## src/rtl/core/kwm_pkg.sv

```systemverilog
// Shared types, sizes and codes of the k-way run merge block.
package kwm_pkg;

   localparam int NUM_RUNS      = 8;
   localparam int RUN_DEPTH     = 16;
   localparam int KEY_WIDTH     = 32;
   localparam int PAYLOAD_WIDTH = 32;

   localparam int RUN_W   = $clog2(NUM_RUNS);
   localparam int RCNT_W  = $clog2(NUM_RUNS + 1);
   localparam int PTR_W   = $clog2(RUN_DEPTH);
   localparam int CNT_W   = $clog2(RUN_DEPTH + 1);
   localparam int MEM_DEPTH = NUM_RUNS * RUN_DEPTH;
   localparam int ADDR_W  = $clog2(MEM_DEPTH);
   localparam int REC_W   = KEY_WIDTH + PAYLOAD_WIDTH;

   localparam int CSR_IDX_W = 2;
   localparam int CSR_W     = 4;

   localparam logic [CSR_IDX_W-1:0] CSR_RUNS_IN_USE = 2'd0;
   localparam logic [CSR_IDX_W-1:0] CSR_SIGNED_KEYS = 2'd1;
   localparam logic [CSR_IDX_W-1:0] CSR_DESCENDING  = 2'd2;

   localparam logic [3:0] RUNS_IN_USE_RESET = 4'd8;

   localparam logic [1:0] ACT_APPEND  = 2'd0;
   localparam logic [1:0] ACT_END     = 2'd1;
   localparam logic [1:0] ACT_POP     = 2'd2;
   localparam logic [1:0] ACT_RESTART = 2'd3;

   localparam logic [2:0] STAT_ACCEPTED = 3'd0;
   localparam logic [2:0] STAT_RECORD   = 3'd1;
   localparam logic [2:0] STAT_REFILL   = 3'd2;
   localparam logic [2:0] STAT_FINISHED = 3'd3;
   localparam logic [2:0] STAT_REJECTED = 3'd4;

   typedef struct packed {
      logic [1:0]  action;
      logic [2:0]  run_index;
      logic [31:0] record_key;
      logic [31:0] record_payload;
   } kwm_req_type;

   typedef struct packed {
      logic [2:0]  status;
      logic [31:0] out_key;
      logic [31:0] out_payload;
      logic [2:0]  out_run;
      logic        out_last;
   } kwm_rsp_type;

   typedef struct packed {
      logic capture;
      logic scan_start;
      logic scan_step;
      logic finish;
   } kwm_cmd_type;

   typedef struct packed {
      logic need_scan;
      logic scan_last;
   } kwm_stat_type;

endpackage

```

## src/rtl/core/kwm_ctrl.sv

```systemverilog
// Controller state machine of the k-way run merge block.
module kwm_ctrl
   import kwm_pkg::*;
(
   input  logic         clock,
   input  logic         reset,
   input  logic         req_valid,
   output logic         req_stall,
   output logic         rsp_valid,
   input  logic         rsp_stall,
   input  kwm_stat_type stat,
   output kwm_cmd_type  cmd
);

   typedef enum logic [2:0] {
      ST_IDLE,
      ST_EXEC,
      ST_SCAN,
      ST_DRAIN,
      ST_FINISH
   } state_type;

   state_type state_ff, state_in;
   logic      rsp_valid_ff, rsp_valid_in;
   logic      out_free;

   assign out_free  = !rsp_valid_ff || !rsp_stall;
   assign req_stall = (state_ff != ST_IDLE);
   assign rsp_valid = rsp_valid_ff;

   always_comb begin
      state_in       = state_ff;
      cmd            = '0;
      cmd.capture    = (state_ff == ST_IDLE) && req_valid;
      case (state_ff)
         ST_IDLE: begin
            if (req_valid) state_in = ST_EXEC;
         end
         ST_EXEC: begin
            cmd.scan_start = 1'b1;
            state_in = stat.need_scan ? ST_SCAN : ST_FINISH;
         end
         ST_SCAN: begin
            cmd.scan_step = 1'b1;
            if (stat.scan_last) state_in = ST_DRAIN;
         end
         ST_DRAIN: begin
            state_in = ST_FINISH;
         end
         ST_FINISH: begin
            if (out_free) begin
               cmd.finish = 1'b1;
               state_in   = ST_IDLE;
            end
         end
         default: begin
            state_in = ST_IDLE;
         end
      endcase
   end

   // drop the result once taken, set it when a new one lands
   always_comb begin
      rsp_valid_in = rsp_valid_ff && rsp_stall;
      if (cmd.finish) rsp_valid_in = 1'b1;
   end

   always_ff @(posedge clock) begin
      if (reset) begin
         state_ff     <= ST_IDLE;
         rsp_valid_ff <= 1'b0;
      end else begin
         state_ff     <= state_in;
         rsp_valid_ff <= rsp_valid_in;
      end
   end

endmodule

```

## config.mk

```make
export PLATFORM = sky130hd
export DESIGN_NAME = kwm_ctrl
export DESIGN_NICKNAME = d
export VERILOG_FILES = /design/src/rtl/core/kwm_pkg.sv /design/src/rtl/core/kwm_ctrl.sv
export SDC_FILE = /design/constraint.sdc
export NUM_CORES = 1
export LEC_CHECK = 0
export ABC_AREA = 1
export BUFFER_PORTS_ARGS = -buffer_cell sky130_fd_sc_hd__buf_2
export CORE_AREA = 2 2 39 41
export CTS_BUF_LIST = sky130_fd_sc_hd__clkbuf_2
export CTS_CLUSTER_SIZE = 24
export DETAILED_ROUTE_END_ITERATION = 8
export DIE_AREA = 0 0 41 43
export SLEW_MARGIN = 20
export SYNTH_ARGS = -nofsm -noshare
export SYNTH_HDL_FRONTEND = slang
export SYNTH_SLANG_ARGS = --single-unit
```

## constraint.sdc

```tcl
create_clock -name clock -period 1.24 [get_ports clock]
set_input_delay 0.372 -clock clock [delete_from_list [all_inputs] [get_ports clock]]
set_output_delay 0.372 -clock clock [all_outputs]
set_load 0.005 [all_outputs]
```

==> results_dict.tcl <==
set metrics [dict create \
    seqPwrFrac_pct 37.6 \
    end_kind "output pin" \
    violations "setup timing" \
    ys_top_cells_by_area "dfxtp_1 (32%), nand3_2 (12%), nand2_1 (9.1%)" \
    nets 57 \
    final_cell_count_no_fill 65 \
    grt_pass1_vias 250 \
    p_sw_share_pct 34.0 \
    fin_worst_skew_ns 0.000468 \
    num_antenna_cells 0 \
    hp-class "input port to flip-flop" \
    synth_warnings 0 \
    p_leak_uw 0.000193 \
    worstSetupPathType "flip-flop to output pin" \
    fin_util_pct 26.0 \
    synth_adder_area_share_pct 0 \
    synth-compound-area-share_pct 7.61 \
    slew_headroom_pct 90.4 \
    antenna_found_initial 0 \
    synth_top_family_by_area "simple AND/OR/NAND/NOR gates" \
    first_pass_iters 4 \
    path_max_fanout 5 \
    p_clk_share_pct 28.5 \
    cts.sinks 4 \
    avgViaCountPerCell 3.89 \
    p_int_uw 277 \
    drive_gt1_share_pct 63.3 \
    numCtsBuffers 3 \
    design.portCount 12 \
    coreArea_um2 1380 \
    period_share_pct 108 \
    setup_tns_ns -0.376 \
    multi_input_comb_area_um2 146 \
    ant_nets 0 \
    synthMuxAreaShare_pct 0 \
    regArea_um2 86.3 \
    finalSetupViolCount 5 \
    rsz0062_at_grt "yes" \
    worst_slack_ns -0.0955 \
    io_buffers 11 \
    num_rows 14 \
    syn_avg_cell_area_um2 7.47 \
    comb_power_share_pct 33.9 \
    syn_nets 39 \
    place_hpwl_um 423 \
    dieArea_um2 1760 \
    clk_pin_slew_ns 0.05 \
    num_vias 253 \
    synth-xor-area-share_pct 0 \
    arrival_ns 0.96 \
    fp.dieW_um 41 \
    synthCells 33 \
    clk_latency_ns 0.20 \
    slew_viol_final 0 \
    fmax_mhz 749 \
    synth.top_cell.area_share_pct 32.5 \
    synth_cell_types 13 \
    grt_max_degree 6 \
    hold_viol_final 0 \
    die_y_um 43 \
    synth_top_area_cell "dfxtp_1" \
    cpMostUsedCell "nor2_4" \
    cp_slowest_stage_delay_ns 0.36 \
    synth_seq_cells 4 \
    cap_violations 0 \
    outcome "complete, but fails checks" \
    fillers 155 \
    drc 0 \
    p_per_area_nw_per_um2 1160 \
    tritoncts "built" \
    holdBufCountCts 0 \
    netlist_area_um2 246 \
    cp_slowest_cell "dfxtp_4" \
    grt_pass1_wl_um 903 \
    grt_util_all_layers_pct 8.02 \
    cts-root-buf "clkbuf_2" \
    wire_per_inst_um 8.43 \
    initial_utilization_pct 17.8 \
    drt_iter0_markers 3 \
    gp_congestion 0.725 \
    synth-simple-area-share_pct 50.8 \
    grt-ovfl-total 0 \
    ctsHtreeMaxLevel 1 \
    area_growth_pct 46.2 \
    ir_drop_v 0.000338 \
    clockBufferDepth 2 \
    crit_required_ns 0.87 \
    wl_um 548 \
    crit_chain "nor2_4 -> inv_2 -> nor2_4 -> buf_2" \
    fin_crit_ns 1.34 \
    worst_slew_pin_slew_ns 0.144 \
    dp_cells 60 \
    worst_setup_path_start_kind "flip-flop" \
    p_sw_uw 143 \
    synth-seq-area-share_pct 32.5 \
]
## metal layers
| layer | wire [µm] | GRT usage (%) | vias up | share of wire, % |
|---|---|---|---|---|
| met3 | 40 | 3.14 | 0 | 7.3 |
| met5 | 0 | 0 | - | 0 |
| met4 | 0 | 8.00 | 0 | 0 |
| li1 | - | - | 135 | - |
| met1 | 231 | 7.05 | 109 | 42 |
| met2 | 276 | 12.5 | 9 | 50 |
## power groups by stage
stage	logic (µW)	clock network [µW]	registers [µW]
after floorplan	85.4	0	155
after global placement	123	0	157
after detailed placement	125	0	157
after CTS	136	128	158
after global routing	158	141	159
final	142	119	158
## cells in the mapped netlist, drive strengths merged
library cell	instances
a21oi	3
nor2	8
nand2	6
inv	6
dfxtp	4
nand3	4
nand3b	1
nor3	1
## timing repair
item,in CTS,in global routing
buffers inserted,1,1
resized for setup,6,0
pin swaps,0,1
cloned,0,0
endpoints found under the setup margin,5,5
## path summary, 6_finish.rpt
kind	start	to	slack [ns]	cells past startpoint
max	state_ff[2]	cmd[1]	-0.1	4
min	reset	state_ff[1]	0.37	2
max reg2reg	state_ff[2]	state_ff[0]	0.31	6
min reg2reg	rsp_valid	rsp_valid	0.48	2
## cells by family after synthesis
logic type             after synthesis
AND/OR/NAND/NOR                     20
AO/OA/AOI/OAI                        3
buffers and inverters                6
flip-flops                           4
## layout by cell type (no fill, tap or decap)
master	count
nand3_2	3
nand3_1	1
dfxtp_4	1
inv_2	2
buf_4	2
nor2_2	3
nand3b_1	1
nor2_4	2
dfxtp_2	2
inv_1	4
nand2_1	6
nor2_1	3
a21oi_2	1
dfxtp_1	1
clkbuf_2	3
a21oi_1	2
nor3_2	1
buf_2	11
## critical path, delay by kind of cell, from the launching register on
family	cells	cell delay [ns]
buffers and inverters	2	0.19
flip-flops	1	0.36
AND/OR/NAND/NOR	2	0.20
## layout make-up
class	count	area share [%]
multi-input cells	23	40.6
flip-flops and latches	4	24.0
repair buffers	13	19.4
inverters	6	6.25
well taps	16	5.56
clock buffers	3	4.17
## through the flow
| stage | setup WS [ns] | cell area (µm²) | hold WS (ns) | power (µW) |
|---|---|---|---|---|
| 2_1_floorplan | 0.183 | 246 | 0.439 | 240 |
| 3_3_place_gp | 0.0727 | 322 | 0.469 | 279 |
| 3_5_place_dp | 0.0668 | 322 | 0.471 | 282 |
| 4_1_cts | -0.108 | 353 | 0.357 | 422 |
| 5_1_grt | -0.186 | 360 | 0.355 | 458 |
| 6_report | -0.0955 | 360 | 0.371 | 420 |
## registers in the layout, summed over array words and instances (netlist names)
register   cells
rsp_valid      1
state_ff       3
No activity file was read; power rests on OpenSTA's default activity.
